==> src/rtl/gic_pkg.sv <==
// Package with the word types and fixed constants of the grid island counter.
package gic_pkg;

  localparam int CFG_W   = 7;
  localparam int COUNT_W = 12;
  localparam logic [COUNT_W-1:0] COUNT_MAX = '1;

  typedef struct packed {
    logic cell_is_land;
    logic last_cell;
  } in_word_t;

  typedef struct packed {
    logic [COUNT_W-1:0] island_count;
    logic               overflow;
  } out_word_t;

endpackage

==> src/rtl/gic_front.sv <==
// Front part: accepts input words into a short queue toward the walk engine.
module gic_front import gic_pkg::*; (
  input  logic     clk,
  input  logic     rst_n,
  input  logic     in_valid,
  output logic     in_stall,
  input  in_word_t in_word,
  output logic     q_valid,
  output in_word_t q_word,
  input  logic     q_pop
);

  in_word_t    buf_r [4];
  logic [1:0]  wr_ptr_r;
  logic [1:0]  rd_ptr_r;
  logic [2:0]  fill_r;
  logic        push;
  logic        pop;

  assign in_stall = (fill_r == 3'd4);
  assign push     = in_valid && !in_stall;
  assign q_valid  = (fill_r != 3'd0);
  assign pop      = q_pop && q_valid;
  assign q_word   = buf_r[rd_ptr_r];

  always_ff @(posedge clk) begin
    if (push) begin
      buf_r[wr_ptr_r] <= in_word;
    end
  end

  always_ff @(posedge clk) begin
    if (!rst_n) begin
      wr_ptr_r <= '0;
      rd_ptr_r <= '0;
      fill_r   <= '0;
    end else begin
      if (push) begin
        wr_ptr_r <= wr_ptr_r + 2'd1;
      end
      if (pop) begin
        rd_ptr_r <= rd_ptr_r + 2'd1;
      end
      if (push && !pop) begin
        fill_r <= fill_r + 3'd1;
      end else if (pop && !push) begin
        fill_r <= fill_r - 3'd1;
      end
    end
  end

endmodule

==> config.mk <==
export PLATFORM = sky130hd
export DESIGN_NAME = gic_front
export DESIGN_NICKNAME = d
export VERILOG_FILES = /design/src/rtl/gic_pkg.sv /design/src/rtl/gic_front.sv
export SDC_FILE = /design/constraint.sdc
export NUM_CORES = 1
export LEC_CHECK = 0
export BUFFER_PORTS_ARGS = -buffer_cell sky130_fd_sc_hd__buf_4
export CELL_PAD_IN_SITES_DETAIL_PLACEMENT = 0
export CELL_PAD_IN_SITES_GLOBAL_PLACEMENT = 1
export CORE_MARGIN = 2
export CORE_UTILIZATION = 44
export DETAILED_ROUTE_END_ITERATION = 7
export GPL_ROUTABILITY_DRIVEN = 0
export PLACE_DENSITY_LB_ADDON = 0.1
export REMOVE_ABC_BUFFERS = 1
export SETUP_SLACK_MARGIN = 0.02
export SYNTH_ARGS = -nofsm -noshare
export SYNTH_HDL_FRONTEND = slang
export SYNTH_SLANG_ARGS = --single-unit
==> constraint.sdc <==
create_clock -name clk -period 2.7 [get_ports clk]
set_input_delay 0.54 -clock clk [delete_from_list [all_inputs] [get_ports clk]]
set_output_delay 0.54 -clock clk [all_outputs]
set_load 0.03 [all_outputs]
==> results_dict.tcl, run 1 <==
set metrics [dict create \
    hold_viol 0 \
    rsz0062_at_grt "no" \
    power_density_nw_per_um2 922 \
    wl_per_cell_um 11.3 \
    area_growth_pct 13.8 \
    min_path_type "in -> reg" \
    grt_usage 0.116 \
    crit_required_ns 2.92 \
    worst_clock_skew_ns 0.00243 \
    critPathLaunchType "register" \
    overflow 0 \
    cts_setup_buffers 0 \
    dr_total_vias 414 \
    coreArea_um2 1690 \
    clk_path_buf_depth 2 \
    synth_area_per_cell_um2 13.4 \
    crit_type "reg -> reg" \
    first_pass_iters 2 \
    h-tree-depth 1 \
    cts_buffers 3 \
    ys_seq_area_frac 0.541 \
    synth_seq_cells 17 \
    clockRootBuffer "clkbuf_4" \
    synth.distinct_cells 21 \
    num_rows 15 \
    placed_cell_area_um2 858 \
    worstPathMaxFanout 6 \
    synthCells 58 \
    drv_slew 0 \
    drcViolationCount 0 \
    period_needed_ns 2.05 \
    drt_iter0_markers 3 \
    die_area_um2 2120 \
    cellLeakagePower_nw 0.356 \
    antenna_left 0 \
    syn_area_um2 777 \
    die_y_um 46.0 \
    place.detailed.hpwl_um 791 \
    status "finished, final reports clean" \
    cp_data_arrival_time_ns 2.27 \
    die_w_um 46.0 \
    max-vdd-ir-drop_v 0.000475 \
    grt_pass1_vias 414 \
    drt-total-wl_um 984 \
    maxSlewHeadroom 0.769 \
    worst_skew_pair.late_latency_ns 0.28 \
    port_buffers 9 \
    via_per_inst 4.76 \
    worst_pin_slew_ns 0.341 \
    min_period_over_period 0.761 \
    cts_tree "done" \
    max_cap_violations 0 \
    antenna_cells 0 \
    rrSetupSlack_ns 0.65 \
    io-pin-count 10 \
    grt_pass1_wl_um 1650 \
    antenna_found_initial 0 \
    drive_gt1_frac 0.257 \
    fmax_ghz 0.487 \
    tns_ns 0 \
    grt_max_degree 11 \
    hold_buffers 0 \
    design_area_um2 885 \
    setup_violations 0 \
    initial_core_util 0.460 \
    clock-sinks 17 \
    endpoint_kind "register" \
    ff_latch_area_um2 420 \
    yosys_warnings 0 \
    path_clk_slew_ns 0.09 \
    fill_cells 164 \
    cts_resized 0 \
    nNetsFinal 83 \
    multi_input_area_um2 330 \
]
## stage by stage
stage / hold WS [ns] / std cells / setup slack [ns] / power (mW) / utilization
after floorplan: 0.468 / 56 / 0.482 / 0.609 / -
after global placement: 0.490 / 83 / 0.653 / 0.697 / 0.508
after detailed placement: 0.499 / 83 / 0.604 / 0.699 / 0.508
after CTS: 0.452 / 87 / 0.639 / 0.829 / 0.524
after global routing: 0.443 / 87 / 0.503 / 0.874 / 0.524
final: 0.462 / 87 / 0.647 / 0.815 / 0.524
## placed cells by master (no fill, tap or decap)
| cell type | synthesis | final |
|---|---|---|
| buf_4 | 0 | 10 |
| dfxtp_1 | 9 | 9 |
| and2_1 | 8 | 8 |
| edfxtp_1 | 8 | 8 |
| ha_1 | 5 | 5 |
| nand2_1 | 4 | 4 |
| inv_1 | 3 | 3 |
| mux2i_1 | 3 | 3 |
| xnor2_1 | 3 | 3 |
| clkbuf_4 | 0 | 3 |
| nor2b_1 | 2 | 2 |
| mux4_2 | 2 | 2 |
| nor3b_2 | 1 | 1 |
| o31ai_2 | 1 | 1 |
| or3_2 | 1 | 1 |
| o311ai_1 | 1 | 1 |
| xor2_1 | 1 | 1 |
| o21ai_0 | 1 | 1 |
| or3_1 | 1 | 1 |
| a21boi_1 | 1 | 1 |
| fa_1 | 1 | 1 |
| clkbuf_1 | 1 | 1 |
## layout make-up
type | count | share of cell area
Sequential cell | 17 | 0.475
Multi-Input combinational cell | 36 | 0.373
Clock buffer | 4 | 0.0297
Timing Repair Buffer | 10 | 0.0849
Inverter | 3 | 0.0127
Tap cell | 17 | 0.0240
## routing by layer
metal	track usage	routed length (um)
met1	0.146	482
met5	0	0
met4	0.0686	0
met2	0.172	478
met3	0.0357	24
## critical path, stage by stage, from the launching register on
cell      delay, ns
dfxtp_1        0.39
o31ai_2        0.34
ha_1           0.24
inv_1          0.06
fa_1           0.37
xor2_1         0.15
or3_1          0.31
a21boi_1       0.14
## worst paths after layout
kind                                  start          end  depth (start not counted)
worst max-delay path              fill_r[1]    fill_r[2]                          7
worst min-delay path             in_word[0]  buf_r[3][0]                          1
worst max register to register    fill_r[1]    fill_r[2]                          7
worst min register to register  wr_ptr_r[1]  wr_ptr_r[1]                          2
## synthesized netlist by cell type
master	number	share of area
dfxtp_1	9	0.23
and2_1	8	0.064
edfxtp_1	8	0.31
ha_1	5	0.081
nand2_1	4	0.019
inv_1	3	0.014
mux2i_1	3	0.039
xnor2_1	3	0.034
mux4_2	2	0.058
nor2b_1	2	0.016
a21boi_1	1	0.0097
buf_6	1	0.014
clkbuf_1	1	0.0048
fa_1	1	0.026
nor3b_2	1	0.016
o21ai_0	1	0.0064
o311ai_1	1	0.011
o31ai_2	1	0.016
or3_1	1	0.0081
or3_2	1	0.0097
xor2_1	1	0.011
## report_power, final
part           switching [mW]  internal [mW]  total, mW
registers              0.0519          0.325      0.377
clock network          0.0719         0.0572      0.129
logic                   0.150          0.159      0.310
total                   0.274          0.542      0.815
## logic make-up after synthesis
| logic type | count (synthesis) | synth area share |
|---|---|---|
| AOI/OAI and AO/OA | 4 | 0.0435 |
| buffers and inverters | 5 | 0.0338 |
| muxes | 5 | 0.0966 |
| adders and majority gates | 6 | 0.106 |
| xor gates and xnor gates | 4 | 0.0451 |
| and+or+nand+nor | 17 | 0.134 |
| DFF | 17 | 0.541 |
Power figures use the tool's default switching activity.
==> run 2, diff against run 1 <==
- ABC_AREA: default -> 1
- CORE_UTILIZATION: 44 -> 41
- clock period: 2.7 -> 1.9 ns (I/O delays scaled with it)
==> run 2 against run 1 <==
Net effect:
- register-to-register slack lost 0.45 ns
- total power grew 60%
- via count grew 37%
- count of clock-buffer cells in the layout shrank 1
- non-clock buffer count is the same
- critical path depth grew 2
- sequential share of layout area shrank 2.6 points
- cell area grew 6.4%
- combinational power grew 90%
- utilization grew 0.40 points
- global-route usage grew 1.8 points
- sequential power grew 40%
- largest cell class unchanged
- highest routed layer is now met4
==> results_dict.tcl, run 2 <==
set metrics [dict create \
    place_inst 123 \
    coreArea_um2 1780 \
    ff_latch_area_um2 423 \
    cts_setup_buffers 0 \
    cp_data_arrival_time_ns 1.89 \
    placed_cell_area_um2 903 \
    clk_path_buf_depth 2 \
    async_flop_share 0 \
    rsz0062_at_grt "no" \
    maxSlewHeadroom 0.837 \
    drt_iter0_markers 3 \
    grt_pass1_wl_um 2020 \
    port_buffers 9 \
    antenna_found_initial 0 \
    area_growth_pct 18.1 \
    max_cap_violations 0 \
    netlist.area_leader.share 0.301 \
    min_path_type "in -> reg" \
    synth.distinct_cells 16 \
    cts_buffers 3 \
    worst_skew_pair.late_latency_ns 0.28 \
    synth-edff-count 8 \
    synthFlopType "dfxtp_1" \
    hold_viol 0 \
    overflow 0 \
    p_clk_frac 0.143 \
    h-tree-depth 1 \
    layout_common_cells "inv_1 (15), nor2_1 (14), nand2_1 (12), buf_4 (10), edfxtp_1 (8)" \
    worstPathMaxFanout 6 \
    p_seq_frac 0.406 \
    cellLeakagePower_nw 0.424 \
    syn_area_um2 797 \
    drcViolationCount 0 \
    fill_cells 168 \
    dr_total_vias 566 \
    antenna_cells 0 \
    synth_seq_cells 17 \
    yosys_warnings 0 \
    drive_gt1_frac 0.206 \
    path_clk_slew_ns 0.10 \
    hold_slack_ns 0.293 \
    initial_core_util 0.447 \
    nNetsFinal 115 \
    synthCells 88 \
    grt_pass1_vias 510 \
    design_area_um2 941 \
    status "finished, final reports clean" \
    max_stage_delay_ns 0.41 \
    tns_ns 0 \
    critPathLaunchType "register" \
    place.detailed.hpwl_um 991 \
    max-vdd-ir-drop_v 0.000686 \
    synth_area_per_cell_um2 9.06 \
    yosysMostFrequentCell "inv_1" \
    combPwrFrac 0.451 \
    clockRootBuffer "clkbuf_4" \
    finalNonFillerCells 127 \
    endpoint_kind "register" \
    die_y_um 48.1 \
    critPathSlowestCell "fa_1" \
    cts_tree "done" \
    power_density_nw_per_um2 1390 \
    hold_buffers 0 \
    die_area_um2 2310 \
    synthTopCellsByArea "edfxtp_1 (30%), dfxtp_1 (23%), ha_1 (7.8%), inv_1 (7.1%), nor2_1 (6.6%)" \
    num_rows 15 \
    clock-sinks 17 \
    grt_usage 0.133 \
    worst_pin_slew_ns 0.243 \
    p_int_mw 0.770 \
    setup_violations 0 \
    io-pin-count 10 \
    yosys.area.top_type "edfxtp_1" \
    fmax_ghz 0.586 \
    die_w_um 48.1 \
    grt_max_degree 11 \
    multi_input_area_um2 317 \
    yosys-top-cells-count "inv_1 (15), nor2_1 (14), nand2_1 (12)" \
    antenna_left 0 \
    ys_seq_area_frac 0.527 \
    crit_path_frequent_cell "inv_1" \
    layout.cells.most_common "inv_1" \
    crit_type "reg -> reg" \
    drv_slew 0 \
    worst_clock_skew_ns 0.00234 \
    via_per_inst 4.46 \
    wl_per_cell_um 9.57 \
    first_pass_iters 4 \
    crit_required_ns 2.08 \
    p_switching_mw 0.535 \
    switching_share 0.410 \
    path_cells "inv_2 -> nand3_4 -> nand2_1 -> inv_1 -> ha_1 -> inv_1 -> fa_1 -> o21ai_0 -> a21oi_1" \
    drt-total-wl_um 1220 \
    period_needed_ns 1.71 \
    min_period_over_period 0.899 \
]
run 2: cell families (layout without fill, tap and decap cells):
family	after synthesis	count (layout)	synth area share
AO/OA/AOI/OAI	14	14	0.0911
buffers and inverters	18	32	0.0848
flip-flops	17	17	0.527
AND/OR/NAND/NOR	33	33	0.193
adder cells (fa/ha/maj)	6	6	0.104
run 2: final cells by class:
type | instances | share of cell area
Timing Repair Buffer | 10 | 0.0798
Clock buffer | 3 | 0.0239
Sequential cell | 17 | 0.449
Inverter | 18 | 0.0718
Multi-Input combinational cell | 53 | 0.336
Clock inverter | 1 | 0.00532
Tap cell | 25 | 0.0332
run 2: through the flow:
stage	total power [mW]	setup WS (ns)	util
2_1_floorplan	0.953	0.203	-
3_3_place_gp	1.11	0.198	0.507
3_5_place_dp	1.11	0.169	0.507
4_1_cts	1.30	0.147	0.522
5_1_grt	1.43	0.0586	0.528
6_report	1.30	0.192	0.528
run 2: worst max-delay path: cells and delay by family (launching register included):
kind / cells / cell delay (ns)
adders and majority gates: 2 / 0.61
DFF: 1 / 0.35
buffers and inverters: 3 / 0.24
AOI/OAI and AO/OA: 2 / 0.22
and+or+nand+nor: 2 / 0.19
run 2: worst paths after layout:
path                from  cells past startpoint     endpoint  slack, ns
max            fill_r[0]                      9    fill_r[1]       0.19
min           in_word[0]                      1  buf_r[2][0]       0.29
max reg2reg    fill_r[0]                      9    fill_r[1]       0.19
min reg2reg  rd_ptr_r[0]                      2     register       0.50
run 2: metal layers:
metal	track usage	vias to the layer above	routed length (um)
li1	-	312	-
met1	0.159	241	572
met2	0.216	11	584
met3	0.0333	2	46
met4	0.0811	0	12
met5	0	-	0
run 2: what timing repair did:
item	CTS	global route
hold endpoints to repair	0	0
endpoints found under the setup margin	0	2
resized for setup	0	3
run 2: power by group through the flow:
stage / Combinational [mW] / Clock (mW) / Sequential [mW]
finish: 0.588 / 0.187 / 0.529
floorplan: 0.434 / 0 / 0.519
CTS: 0.582 / 0.199 / 0.524
global placement: 0.580 / 0 / 0.531
global route: 0.678 / 0.210 / 0.542
detailed placement: 0.580 / 0 / 0.532
==> run 3, diff against run 2 <==
- CORE_MARGIN: 2 -> default
==> run 3 against run 2 <==
Net effect:
- maximum frequency is 0.71% lower
- total power grew 0.58%
- routed wire length increased by 4.4%
- final cell count did not move
- die area is 8.1% lower
- utilization down 0.35 points
- combinational power increased by 2%
- count of clock-buffer cells in the layout is the same
- hold slack lost 0.0026 ns
- flip-flop and latch count unchanged
- cell area down 0.66%
- largest power group unchanged
- highest routed layer unchanged
==> results_dict.tcl, run 3 (synthesis results as in run 2) <==
set metrics [dict create \
    status "finished, final reports clean" \
    cellLeakagePower_nw 0.422 \
    crit_path_frequent_cell "inv_1" \
    via_per_inst 4.55 \
    layout_common_cells "inv_1 (15), nor2_1 (14), nand2_1 (11), buf_4 (10)" \
    post-route-util 0.524 \
    fmax_ghz 0.581 \
    cp_data_arrival_time_ns 1.91 \
    worst_pin_slew_ns 0.212 \
    worst_clock_skew_ns 0.00488 \
    clockRootBuffer "clkbuf_4" \
    max_cap_violations 0 \
    overflow 0 \
    rrSetupSlack_ns 0.18 \
    coreArea_um2 1780 \
    area_growth_pct 17.3 \
    die_w_um 46.1 \
    critPathLaunchType "register" \
    setup.worst_path.end "fill_r[2]" \
    path_cells "inv_2 -> nand3_2 -> nand2_2 -> inv_1 -> ha_1 -> inv_1 -> fa_1 -> inv_1 -> nand2_1 -> nand3_1 -> nand2_1 -> inv_1 -> nor2_1" \
    layout.cells.most_common "inv_1" \
    dr_total_vias 578 \
    cp_num_buf_inv 5 \
    grt_max_degree 11 \
    finalNonFillerCells 127 \
    power_density_nw_per_um2 1400 \
    crit_type "reg -> reg" \
    first_pass_iters 4 \
    path_depth 13 \
    drive_gt1_frac 0.206 \
    antenna_cells 0 \
    drv_slew 0 \
    grt_pass1_wl_um 2060 \
    clock-sinks 17 \
    initial_core_util 0.447 \
    num_rows 15 \
    antenna_left 0 \
    hold_buffers 0 \
    worstReg2RegStart "fill_r[1]" \
    drt_iter0_markers 6 \
    cts_tree "done" \
    cts_buffers 3 \
    worst_skew_pair.late_latency_ns 0.29 \
    min_path_type "in -> reg" \
    setup_violations 0 \
    antenna_found_initial 0 \
    die_y_um 46.1 \
    worstPathMaxFanout 5 \
    critical-path-top-delay-family "adder cells" \
    max_stage_delay_ns 0.39 \
    rsz0062_at_grt "no" \
    wl_per_cell_um 9.99 \
    grt_pass1_vias 508 \
    h-tree-depth 1 \
    worstReg2RegEnd "fill_r[2]" \
    clk_path_buf_depth 2 \
    endpoint_kind "register" \
    startpoint "fill_r[1]" \
    grt_usage 0.143 \
    setup_slack_ns 0.180 \
    rr_worst_depth 13 \
    place.detailed.hpwl_um 1030 \
    hold_viol 0 \
    maxSlewHeadroom 0.858 \
    die_area_um2 2120 \
    min_period_over_period 0.905 \
    nNetsFinal 115 \
    max-vdd-ir-drop_v 0.000875 \
    period_needed_ns 1.72 \
    post-place-ws_ns 0.123 \
    drt-total-wl_um 1270 \
    drcViolationCount 0 \
    tns_ns 0 \
    place_inst 123 \
    io-pin-count 10 \
    critPathSlowestCell "fa_1" \
    port_buffers 9 \
    path_clk_slew_ns 0.10 \
    power_mw 1.31 \
    crit_required_ns 2.09 \
]
## run 3: cell count changes in the layout (fill, tap and decap cells not counted)
cell / change
nand3_4: -1
dfxtp_1: +1
dfxtp_2: -1
nand3_2: +1
o21ai_1: +1
nand2_1: -1
nand2_2: +1
o21ai_0: -1
## run 3: through the flow
stage	hold WS (ns)	area (um^2)
floorplan	0.448	797
global placement	0.462	903
detailed placement	0.473	903
CTS	0.280	931
global route	0.277	935
finish	0.290	935
## run 3: cell type report
class	instances	area, um^2
fillers	188	848
flip-flops and latches	17	422
multi-input cells	53	312
repair buffers	10	75.1
inverters	18	67.6
well taps	25	31.3
clock buffers	3	22.5
clock inverters	1	5.00
## run 3: worst min-delay path by stage
stage,from,to,slack (ns),cells after the start
finish,in_word[1],buf_r[1][1],0.29,1
global route,in_word[1],buf_r[1][1],0.28,1
CTS,in_word[1],buf_r[0][1],0.28,1
detailed placement,rd_ptr_r[0],rd_ptr_r[0],0.47,2
global placement,rd_ptr_r[0],rd_ptr_r[0],0.46,2
floorplan,rd_ptr_r[0],register,0.45,2
## run 3: what timing repair did
item,4_1_cts,5_1_grt
setup endpoints to repair,0,2
resized for setup,0,3
buffers inserted,0,0
hold endpoints to repair,0,0
## run 3: layer usage
layer	GRT usage	part of all wire
met1	0.153	0.43
met3	0.0588	0.032
met5	0	0
met2	0.251	0.53
met4	0.0529	0.0095
## run 3: power by group
part,internal [mW],switching (mW),total [mW],leakage [nW]
clock,0.0782,0.109,0.187,0.0177
sequential,0.466,0.0575,0.523,0.148
combinational,0.228,0.374,0.602,0.257
